$ cat src/rtl/sha1sh_pkg.sv
// Shared types and constants of the SHA-1 stream hasher.
`default_nettype none

package sha1sh_pkg;

	localparam int unsigned CMDQ_DEPTH_DEF = 4;
	localparam int unsigned BYTE_CNT_W = 61;
	localparam int unsigned DIGEST_WORDS = 5;

	localparam logic [31:0] IV0 = 32'h67452301;
	localparam logic [31:0] IV1 = 32'hEFCDAB89;
	localparam logic [31:0] IV2 = 32'h98BADCFE;
	localparam logic [31:0] IV3 = 32'h10325476;
	localparam logic [31:0] IV4 = 32'hC3D2E1F0;

	localparam logic [31:0] K0 = 32'h5A827999;
	localparam logic [31:0] K1 = 32'h6ED9EBA1;
	localparam logic [31:0] K2 = 32'h8F1BBCDC;
	localparam logic [31:0] K3 = 32'hCA62C1D6;

	localparam logic [7:0] PAD_MARK = 8'h80;
	localparam logic [2:0] LAST_INDEX = 3'd4;

	typedef struct packed {
		logic [7:0] msg_byte;
		logic       byte_present;
		logic       end_of_message;
	} in_word_t;

	typedef struct packed {
		logic [31:0] digest_word;
		logic [2:0]  word_index;
		logic        last_word;
	} out_word_t;

	typedef struct packed {
		logic [7:0] data;
		logic       has_byte;
		logic       eom;
	} cmd_t;

	typedef struct packed {
		logic push;
		cmd_t cmd;
	} cmd_push_t;

	typedef struct packed {
		logic empty;
		cmd_t cmd;
	} cmd_head_t;

endpackage

`default_nettype wire

$ cat src/rtl/sha1sh_front.sv
// Front stage: takes input words, drops idle words and forwards commands.
`default_nettype none

module sha1sh_front (
	input  logic                 clk,
	input  logic                 arst_n,
	input  logic                 push,
	output logic                 full,
	input  sha1sh_pkg::in_word_t item,
	output sha1sh_pkg::cmd_push_t q_push,
	input  logic                 q_full
);
	import sha1sh_pkg::*;

	logic valid_s1;
	cmd_t cmd_s1;
	logic take;
	logic useful;

	assign useful = item.byte_present | item.end_of_message;
	assign full = valid_s1 & q_full;
	assign take = push & ~full;

	assign q_push.push = valid_s1 & ~q_full;
	assign q_push.cmd = cmd_s1;

	always_ff @(posedge clk or negedge arst_n) begin
		if (!arst_n) begin
			valid_s1 <= 1'b0;
		end else if (take) begin
			valid_s1 <= useful;
		end else if (!q_full) begin
			valid_s1 <= 1'b0;
		end
	end

	always_ff @(posedge clk) begin
		if (take) begin
			cmd_s1.data <= item.msg_byte;
			cmd_s1.has_byte <= item.byte_present;
			cmd_s1.eom <= item.end_of_message;
		end
	end

endmodule

`default_nettype wire

$ cat src/rtl/sha1sh_cmdq.sv
// Short command queue between the front stage and the hash engine.
`default_nettype none

module sha1sh_cmdq #(
	parameter int unsigned DEPTH = sha1sh_pkg::CMDQ_DEPTH_DEF
) (
	input  logic                  clk,
	input  logic                  arst_n,
	input  sha1sh_pkg::cmd_push_t wr,
	output logic                  full,
	output sha1sh_pkg::cmd_head_t head,
	input  logic                  pop
);
	import sha1sh_pkg::*;

	localparam int unsigned PTR_W = (DEPTH > 1) ? $clog2(DEPTH) : 1;
	localparam int unsigned CNT_W = $clog2(DEPTH + 1);
	localparam logic [PTR_W-1:0] PTR_LAST = PTR_W'(DEPTH - 1);
	localparam logic [CNT_W-1:0] CNT_FULL = CNT_W'(DEPTH);

	cmd_t             mem_q [DEPTH];
	logic [PTR_W-1:0] wr_ptr_q;
	logic [PTR_W-1:0] rd_ptr_q;
	logic [CNT_W-1:0] cnt_q;
	logic             do_wr;
	logic             do_rd;

	assign full = (cnt_q == CNT_FULL);
	assign head.empty = (cnt_q == '0);
	assign head.cmd = mem_q[rd_ptr_q];
	assign do_wr = wr.push & ~full;
	assign do_rd = pop & ~head.empty;

	always_ff @(posedge clk or negedge arst_n) begin
		if (!arst_n) begin
			wr_ptr_q <= '0;
			rd_ptr_q <= '0;
			cnt_q <= '0;
		end else begin
			if (do_wr) begin
				wr_ptr_q <= (wr_ptr_q == PTR_LAST) ? '0 : wr_ptr_q + 1'b1;
			end
			if (do_rd) begin
				rd_ptr_q <= (rd_ptr_q == PTR_LAST) ? '0 : rd_ptr_q + 1'b1;
			end
			if (do_wr && !do_rd) begin
				cnt_q <= cnt_q + 1'b1;
			end else if (do_rd && !do_wr) begin
				cnt_q <= cnt_q - 1'b1;
			end
		end
	end

	always_ff @(posedge clk) begin
		if (do_wr) begin
			mem_q[wr_ptr_q] <= wr.cmd;
		end
	end

endmodule

`default_nettype wire

$ cat src/rtl/sha1sh_engine.sv
// Hash engine: block window, padding sequencer, round unit and digest output bank.
`default_nettype none

module sha1sh_engine (
	input  logic                  clk,
	input  logic                  arst_n,
	input  sha1sh_pkg::cmd_head_t head,
	output logic                  q_pop,
	output logic                  empty,
	input  logic                  pop,
	output sha1sh_pkg::out_word_t result
);
	import sha1sh_pkg::*;

	localparam logic [2:0] S_IDLE  = 3'd0;
	localparam logic [2:0] S_PAD   = 3'd1;
	localparam logic [2:0] S_ROUND = 3'd2;
	localparam logic [2:0] S_ADD   = 3'd3;
	localparam logic [2:0] S_OUT   = 3'd4;

	localparam logic [5:0] FILL_LAST = 6'd63;
	localparam logic [5:0] LEN_START = 6'd56;
	localparam logic [6:0] RND_LAST = 7'd79;

	logic [2:0]            state_q;
	logic [5:0]            fill_q;
	logic [BYTE_CNT_W-1:0] cnt_q;
	logic [6:0]            rnd_q;
	logic                  pad_q;
	logic                  first_q;
	logic                  len_ok_q;
	logic                  final_q;
	logic [31:0]           h_q [DIGEST_WORDS];
	logic [31:0]           a_q, b_q, c_q, d_q, e_q;
	logic [511:0]          blk_q;
	logic                  out_busy_q;
	logic [2:0]            out_idx_q;
	logic [31:0]           out_q [DIGEST_WORDS];

	logic [63:0]  len_bits;
	logic [63:0]  len_shift;
	logic [5:0]   len_sh;
	logic [7:0]   pad_byte;
	logic [31:0]   w_cur, w_new, f_val, k_val, t_val;
	logic         take_cmd;
	logic         shift_byte;
	logic [7:0]   byte_in;
	logic         start_blk;
	logic         do_round;
	logic         load_out;
	logic         out_take;

	// Length bytes come out most significant first at positions 56 to 63.
	assign len_bits = {cnt_q, 3'b000};
	assign len_sh = {3'd7 - fill_q[2:0], 3'b000};
	assign len_shift = len_bits >> len_sh;

	always_comb begin
		if (first_q) begin
			pad_byte = PAD_MARK;
		end else if (len_ok_q && fill_q >= LEN_START) begin
			pad_byte = len_shift[7:0];
		end else begin
			pad_byte = 8'h00;
		end
	end

	assign take_cmd = (state_q == S_IDLE) & ~head.empty;
	assign q_pop = take_cmd;
	assign shift_byte = (take_cmd & head.cmd.has_byte) | (state_q == S_PAD);
	assign byte_in = (state_q == S_PAD) ? pad_byte : head.cmd.data;
	assign start_blk = shift_byte & (fill_q == FILL_LAST);
	assign do_round = (state_q == S_ROUND);
	assign load_out = (state_q == S_OUT) & ~out_busy_q;
	assign out_take = pop & out_busy_q;

	// The window holds w[t] to w[t+15], oldest in the top word.
	assign w_cur = blk_q[511:480];
	always_comb begin
		logic [31:0] x;
		x = blk_q[95:64] ^ blk_q[255:224] ^ blk_q[447:416] ^ w_cur;
		w_new = {x[30:0], x[31]};
	end

	always_comb begin
		if (rnd_q < 7'd20) begin
			f_val = (b_q & c_q) | (~b_q & d_q);
			k_val = K0;
		end else if (rnd_q < 7'd40) begin
			f_val = b_q ^ c_q ^ d_q;
			k_val = K1;
		end else if (rnd_q < 7'd60) begin
			f_val = (b_q & c_q) | (b_q & d_q) | (c_q & d_q);
			k_val = K2;
		end else begin
			f_val = b_q ^ c_q ^ d_q;
			k_val = K3;
		end
	end

	assign t_val = {a_q[26:0], a_q[31:27]} + f_val + e_q + k_val + w_cur;

	always_ff @(posedge clk or negedge arst_n) begin
		if (!arst_n) begin
			state_q <= S_IDLE;
			fill_q <= '0;
			cnt_q <= '0;
			rnd_q <= '0;
			pad_q <= 1'b0;
			first_q <= 1'b0;
			len_ok_q <= 1'b0;
			final_q <= 1'b0;
			h_q[0] <= IV0;
			h_q[1] <= IV1;
			h_q[2] <= IV2;
			h_q[3] <= IV3;
			h_q[4] <= IV4;
			out_busy_q <= 1'b0;
			out_idx_q <= '0;
		end else begin
			if (shift_byte) begin
				fill_q <= fill_q + 1'b1;
			end
			if (take_cmd && head.cmd.has_byte) begin
				cnt_q <= cnt_q + 1'b1;
			end
			unique case (state_q)
				S_IDLE: begin
					if (take_cmd) begin
						if (head.cmd.eom) begin
							pad_q <= 1'b1;
							first_q <= 1'b1;
						end
						if (start_blk) begin
							state_q <= S_ROUND;
							final_q <= 1'b0;
						end else if (head.cmd.eom) begin
							state_q <= S_PAD;
						end
					end
				end
				S_PAD: begin
					first_q <= 1'b0;
					if (first_q && fill_q < LEN_START) begin
						len_ok_q <= 1'b1;
					end
					if (start_blk) begin
						state_q <= S_ROUND;
						final_q <= len_ok_q;
						len_ok_q <= 1'b1;
					end
				end
				S_ROUND: begin
					if (rnd_q == RND_LAST) begin
						rnd_q <= '0;
						state_q <= S_ADD;
					end else begin
						rnd_q <= rnd_q + 1'b1;
					end
				end
				S_ADD: begin
					h_q[0] <= h_q[0] + a_q;
					h_q[1] <= h_q[1] + b_q;
					h_q[2] <= h_q[2] + c_q;
					h_q[3] <= h_q[3] + d_q;
					h_q[4] <= h_q[4] + e_q;
					if (final_q) begin
						state_q <= S_OUT;
					end else if (pad_q) begin
						state_q <= S_PAD;
					end else begin
						state_q <= S_IDLE;
					end
				end
				S_OUT: begin
					if (load_out) begin
						h_q[0] <= IV0;
						h_q[1] <= IV1;
						h_q[2] <= IV2;
						h_q[3] <= IV3;
						h_q[4] <= IV4;
						cnt_q <= '0;
						pad_q <= 1'b0;
						first_q <= 1'b0;
						len_ok_q <= 1'b0;
						final_q <= 1'b0;
						state_q <= S_IDLE;
					end
				end
				default: begin
					state_q <= S_IDLE;
				end
			endcase
			if (load_out) begin
				out_busy_q <= 1'b1;
				out_idx_q <= '0;
			end else if (out_take) begin
				out_idx_q <= out_idx_q + 1'b1;
				if (out_idx_q == LAST_INDEX) begin
					out_busy_q <= 1'b0;
				end
			end
		end
	end

	always_ff @(posedge clk) begin
		if (shift_byte) begin
			blk_q <= {blk_q[503:0], byte_in};
		end else if (do_round) begin
			blk_q <= {blk_q[479:0], w_new};
		end
		if (start_blk) begin
			a_q <= h_q[0];
			b_q <= h_q[1];
			c_q <= h_q[2];
			d_q <= h_q[3];
			e_q <= h_q[4];
		end else if (do_round) begin
			a_q <= t_val;
			b_q <= a_q;
			c_q <= {b_q[1:0], b_q[31:2]};
			d_q <= c_q;
			e_q <= d_q;
		end
		if (load_out) begin
			for (int i = 0; i < DIGEST_WORDS; i++) begin
				out_q[i] <= h_q[i];
			end
		end else if (out_take) begin
			for (int i = 0; i < DIGEST_WORDS - 1; i++) begin
				out_q[i] <= out_q[i + 1];
			end
		end
	end

	assign empty = ~out_busy_q;
	assign result.digest_word = out_q[0];
	assign result.word_index = out_idx_q;
	assign result.last_word = (out_idx_q == LAST_INDEX);

`ifndef SYNTHESIS
	a_out_wait: assert property (@(posedge clk) disable iff (!arst_n)
		(state_q == S_OUT && out_busy_q) |=> (state_q == S_OUT))
		else $error("digest bank overwritten while words still wait");
	a_out_drain: assert property (@(posedge clk) disable iff (!arst_n)
		(out_take && out_idx_q == LAST_INDEX) |=> !out_busy_q)
		else $error("digest bank still busy after its final word");
	a_fill_done: assert property (@(posedge clk) disable iff (!arst_n)
		(state_q == S_ROUND || state_q == S_ADD || state_q == S_OUT) |-> (fill_q == 6'd0))
		else $error("block fill not at zero during compression");
	a_idx_range: assert property (@(posedge clk) disable iff (!arst_n)
		out_busy_q |-> (out_idx_q <= LAST_INDEX))
		else $error("digest word index out of range");
`endif

endmodule

`default_nettype wire

$ cat src/rtl/sha1_stream_hasher_unit.sv
// Top level of the SHA-1 stream hasher: front stage, command queue and hash engine.
//
//   Channel   Direction   Handshake         Word
//   input     into block  push / full       item   (msg_byte, byte_present, end_of_message)
//   result    out         empty / pop       result (digest_word, word_index, last_word)
//
// A word passes through the front register and then the queue; the engine takes one byte word
// a cycle while it is idle, and each 64th byte adds a compression of 80 rounds and one add.
// An end-of-message word adds the padding, a byte a cycle to the end of the block with one or
// two compressions, and a load of the digest into the output bank.
// While the engine compresses or holds an unread digest, the front register and the queue
// (four words by default) take up to five more words before full rises; arst_n resets control.
`default_nettype none

module sha1_stream_hasher_unit #(
	parameter int unsigned CMDQ_DEPTH = sha1sh_pkg::CMDQ_DEPTH_DEF
) (
	input  logic                  clk,
	input  logic                  arst_n,
	input  logic                  push,
	output logic                  full,
	input  sha1sh_pkg::in_word_t  item,
	output logic                  empty,
	input  logic                  pop,
	output sha1sh_pkg::out_word_t result
);
	import sha1sh_pkg::*;

	cmd_push_t q_push;
	cmd_head_t q_head;
	logic      q_full;
	logic      q_pop;

	// The front stage drops words that carry neither a byte nor an end mark.
	sha1sh_front u_front (
		.clk    (clk),
		.arst_n (arst_n),
		.push   (push),
		.full   (full),
		.item   (item),
		.q_push (q_push),
		.q_full (q_full)
	);

	// The queue lets the front take a few more bytes while the compression rounds run.
	sha1sh_cmdq #(
		.DEPTH (CMDQ_DEPTH)
	) u_cmdq (
		.clk    (clk),
		.arst_n (arst_n),
		.wr     (q_push),
		.full   (q_full),
		.head   (q_head),
		.pop    (q_pop)
	);

	// The engine owns the block window, padding, rounds and the digest bank.
	sha1sh_engine u_engine (
		.clk    (clk),
		.arst_n (arst_n),
		.head   (q_head),
		.q_pop  (q_pop),
		.empty  (empty),
		.pop    (pop),
		.result (result)
	);

endmodule

`default_nettype wire

$ cat config.mk
export PLATFORM = sky130hd
export DESIGN_NAME = sha1_stream_hasher_unit
export DESIGN_NICKNAME = d
export VERILOG_FILES = /design/src/rtl/sha1sh_pkg.sv /design/src/rtl/sha1sh_front.sv /design/src/rtl/sha1sh_cmdq.sv /design/src/rtl/sha1sh_engine.sv /design/src/rtl/sha1_stream_hasher_unit.sv
export SDC_FILE = /design/constraint.sdc
export NUM_CORES = 2
export LEC_CHECK = 0
export ABC_AREA = 1
export BUFFER_PORTS_ARGS = -buffer_cell sky130_fd_sc_hd__buf_2
export CORE_AREA = 2 2 475 477
export CTS_CLUSTER_DIAMETER = 80
export DETAILED_ROUTE_END_ITERATION = 6
export DIE_AREA = 0 0 477 479
export PLACE_DENSITY = 0.47
export SETUP_SLACK_MARGIN = 0.5
export SYNTH_ARGS = -nofsm -noshare
export SYNTH_HDL_FRONTEND = slang
export SYNTH_SLANG_ARGS = --single-unit
$ cat constraint.sdc
create_clock -name clk -period 21.8 [get_ports clk]
set_input_delay 1.09 -clock clk [delete_from_list [all_inputs] [get_ports clk]]
set_output_delay 1.09 -clock clk [all_outputs]
set_load 0.03 [all_outputs]
==> qor.log <==
[setup_path] cells traversed along the worst timing path inv_1, nand2_1, nand2_1, nand2_1, nand2_1, nand2_4, nand2_8, inv_16, nand2_4, buf_4, buf_12, buf_4, buf_4
[clock_tree] CTS Buf Count 141
[setup_path] r2r endpoint u_engine.blk_q[330]
[pwr] worst voltage drop across the vdd grid 96.7 uV
[timing] transition time at the pin with the least slew margin 1190 ps
[status] status finished clean
[timing] relative max-transition margin 0.208
[layout] count of non-filler cells in the finished layout 11100
[layout] Final Core Density 0.332
[pwr] Power Density 158 nW/um2
[clock_tree] deepest clock path buffer count 3
[timing] setup skew after layout 38.5 ps
[setup_path] data arrival time of the worst path 7140 ps
[clock_tree] number of buffers inserted for hold repair after clock tree synthesis 0
[timing] number of pins with negative max-slew slack in the final report 0
[logic_synthesis] share of async-settable or async-resettable flops after synthesis 0.223
[detailed_routing] total length of routed wires 229000 um
[clock_tree] TritonCTS clock tree yes
[global_routing] wire length of the first global-routing pass 339000 um
[detailed_routing] wire per inst 20.7 um
[placement] number of buffers added on ports 51
[timing] RSZ-0062 raised after global routing no
[logic_synthesis] EDFF count, synth 882
[detailed_routing] Final ANT Viol Nets 0
[layout] number of nets at the end of the flow 8321
[setup_path] number of cells on the worst reg-to-reg path 13
[detailed_routing] detailed-routing iteration count for the pre-antenna-repair pass 6
[floorplan] Die Y-Extent 479 um
[detailed_routing] total vias in the final route 53500
[placement] instance count after placement with tap cells included 10800
[global_routing] number of antenna violations at the first check in global routing 7
[placement] area post-placement 69500 um2
[clock_tree] clock root cell clkbuf_16
[clock_tree] Sink Count 1135
[logic_synthesis] synthesized area per cell 8.34 um2
[timing] minimum period implied by the final worst setup slack 6720 ps
[floorplan] full die area 228000 um2
[floorplan] FP Rows 174
[layout] area delta synth->final 11.4%
[setup_path] biggest cell delay along the critical path 840 ps
[setup_path] Worst path slowest cell buf_4
[clock_tree] Clock Pin Slew Worst Setup and Hold Paths 60 ps
[global_routing] global-route usage over all layers 0.197
[setup_path] endpoint required time on the critical path 22220 ps
[setup_path] reg-to-reg startpoint u_cmdq.rd_ptr_q[0]
[global_routing] via count of the first global-routing pass 52100
[timing] aggregate negative setup slack 0 ps
[logic_synthesis] synthesized netlist cell count 7990
[logic_synthesis] top flip-flop cell by instance count after synthesis edfxtp_1
[logic_synthesis] count of cell types in the netlist 51
[global_routing] maximum number of pins on one net before global-route repair 164
[min_path] type of the most critical hold path input port to asynchronous set/reset pin
[clock_tree] number of setup buffers added after CTS 0
[logic_synthesis] net count after synthesis 8360
[pwr] total power of the final layout 11.7 mW
[detailed_routing] detailed router's first-iteration violation count 5057
[logic_synthesis] flop and latch count out of synthesis 1135
[timing] Final Hold Vio Count 0
[floorplan] effective utilization at floorplan 0.298
[run] Max-Cap Viols 0
[setup_path] crit end category flop
[logic_synthesis] summed instance area of the synthesized netlist 66600 um2
[floorplan] I/O pin cnt 52
[timing] number of endpoints failing setup at the final stage 0
[timing] Max Clock Freq 0.149 GHz
[placement] Post-DP HPWL 170000 um
[setup_path] setup slack of the most critical reg-to-reg path 15080 ps
[global_routing] residual overflow from global routing 0
[floorplan] width of the die 477 um
[floorplan] placeable core region 224000 um2
[clock_tree] H-tree lvl count 4
[placement] placer's final routability congestion estimate 0.923
[clock_tree] number of cells upsized or downsized after cts 0
[timing] final critical-path share of the clock period 0.308
[placement] Place WS 14910 ps
[setup_path] Worst Setup Path Type flop to flop
[setup_path] CP Launch Type flop
[clock_tree] clock latency at the later pin of the worst-skew pair 800 ps
[setup_path] maximum fanout encountered on the critical timing path 163
[timing] worst setup margin 15080 ps
[setup_path] Critical Path Most Common Cell nand2_1
[detailed_routing] post-detailed-route via-to-cell ratio 4.84
[pwr] Pleak 33.6 nW
[layout] fraction of layout cells with a size suffix above 1 0.0552
[detailed_routing] number of remaining DRC errors 0
[logic_synthesis] fraction of the yosys area taken by sequential cells 0.494
[timing] smallest hold slack 288 ps
[layout] post-route cell area 74200 um2
[logic_synthesis] Yosys warning total 0
[worst max-delay path by stage]
stage                                   from                  end  slack [ps]  depth (start not counted)
after floorplan              u_cmdq.cnt_q[0]    u_engine.blk_q[0]        8510                         10
after global placement    u_cmdq.rd_ptr_q[0]  u_engine.blk_q[322]       15010                         13
after detailed placement  u_cmdq.rd_ptr_q[0]  u_engine.blk_q[202]       14910                         13
after CTS                 u_cmdq.rd_ptr_q[0]  u_engine.blk_q[419]       14920                         13
after global routing      u_cmdq.rd_ptr_q[0]  u_engine.blk_q[419]       14420                         13
final                     u_cmdq.rd_ptr_q[0]  u_engine.blk_q[330]       15080                         13
[cell usage after synthesis, types with 2 or more instances]
library cell,n,area share
nand4_1,59,0.0055
inv_1,843,0.047
o211ai_1,10,0.0011
ha_1,231,0.043
o21ai_0,422,0.032
nor3_4,2,0.00049
inv_4,2,0.00019
nor2_1,500,0.028
a22oi_1,5,0.00056
nand2_2,3,0.00028
a21boi_0,3,0.00034
a21o_1,8,0.00090
nand2_1,3159,0.18
a211oi_1,5,0.00056
o21a_1,5,0.00056
dfrtp_1,173,0.065
nor3_1,78,0.0059
o22ai_1,72,0.0068
a31oi_1,3,0.00028
nand2_4,3,0.00051
o31ai_1,2,0.00023
xor2_1,77,0.010
o221ai_1,10,0.0013
buf_1,8,0.00045
o21bai_1,27,0.0030
nand3_1,321,0.024
o21ai_1,97,0.0073
nand3b_1,18,0.0020
buf_6,16,0.0027
a21oi_1,318,0.024
inv_2,10,0.00056
fa_1,125,0.038
edfxtp_1,882,0.40
or2_2,17,0.0016
clkbuf_1,74,0.0042
xnor2_1,107,0.014
nor4_1,12,0.0011
buf_4,83,0.0093
dfstp_2,80,0.032
nor2_2,6,0.00056
nor3b_1,5,0.00056
buf_2,100,0.0075
[report_power, final]
group / leakage (nW) / total [mW] / switching, mW / internal [mW]
clock: 2.29 / 2.40 / 1.02 / 1.39
combinational: 19.4 / 4.97 / 3.36 / 1.61
sequential: 11.9 / 4.35 / 0.748 / 3.60
[critical path, delay by kind of cell, from the launching register on]
kind          cells  cell delay (ps)
buf+inv           6             3570
simple gates      7             1760
flops             1              610
[cell usage in the layout (no fill, tap or decap), types with 80 or more instances in the layout]
cell       instances
o21ai_1           97
nor2_1           498
o21ai_0          422
xnor2_1          107
clkbuf_16        142
nand3_1          321
nand2_1         3155
a21oi_1          318
fa_1             125
ha_1             231
edfxtp_1         882
dfrtp_1          173
inv_1            843
dfstp_2           80
[layer usage]
| layer | wire [um] | global-route usage | vias to the layer above |
|---|---|---|---|
| met5 | 20 | 0 | - |
| met1 | 104000 | 0.269 | 25900 |
| met2 | 105000 | 0.321 | 1379 |
| met4 | 7000 | 0.0603 | 2 |
| met3 | 12000 | 0.0305 | 310 |
| li1 | - | - | 25900 |
[sequential cells by signal, indices dropped and copies added, names as in the netlist, 2 cells and up]
signal	count
u_cmdq.mem_q	40
u_engine.out_idx_q	3
u_engine.b_q	32
u_engine.blk_q	512
u_cmdq.wr_ptr_q	2
u_engine.h_q	160
u_engine.a_q	32
u_engine.e_q	32
u_front.q_push	10
u_engine.d_q	32
u_engine.fill_q	6
u_engine.out_q	160
u_engine.rnd_q	7
u_engine.state_q	3
u_engine.c_q	32
u_cmdq.rd_ptr_q	2
u_cmdq.cnt_q	3
u_engine.cnt_q	61
[area by class of cell]
class / instances / area, um2
Tap cell: 2992 / 3740
Sequential cell: 1135 / 32900
Clock inverter: 74 / 877
Timing Repair Buffer: 99 / 651
Multi-Input combinational cell: 5718 / 29000
Antenna cell: 1 / 2.50
Fill cell: 23600 / 149000
Clock buffer: 185 / 3830
Inverter: 856 / 3240
[kinds of logic (layout without fill, tap and decap cells)]
| kind of cell | count (synthesis) | count (layout) | share of synthesized area |
|---|---|---|---|
| other | 0 | 1 | 0 |
| DFF | 1135 | 1135 | 0.494 |
| xor gates and xnor gates | 184 | 184 | 0.0242 |
| and+or+nand+nor | 4187 | 4187 | 0.249 |
| buffers and inverters | 1137 | 1214 | 0.0725 |
| AOI/OAI and AO/OA | 991 | 991 | 0.0791 |
| adders and majority gates | 356 | 356 | 0.0809 |
Power figures use the tool's default switching activity.
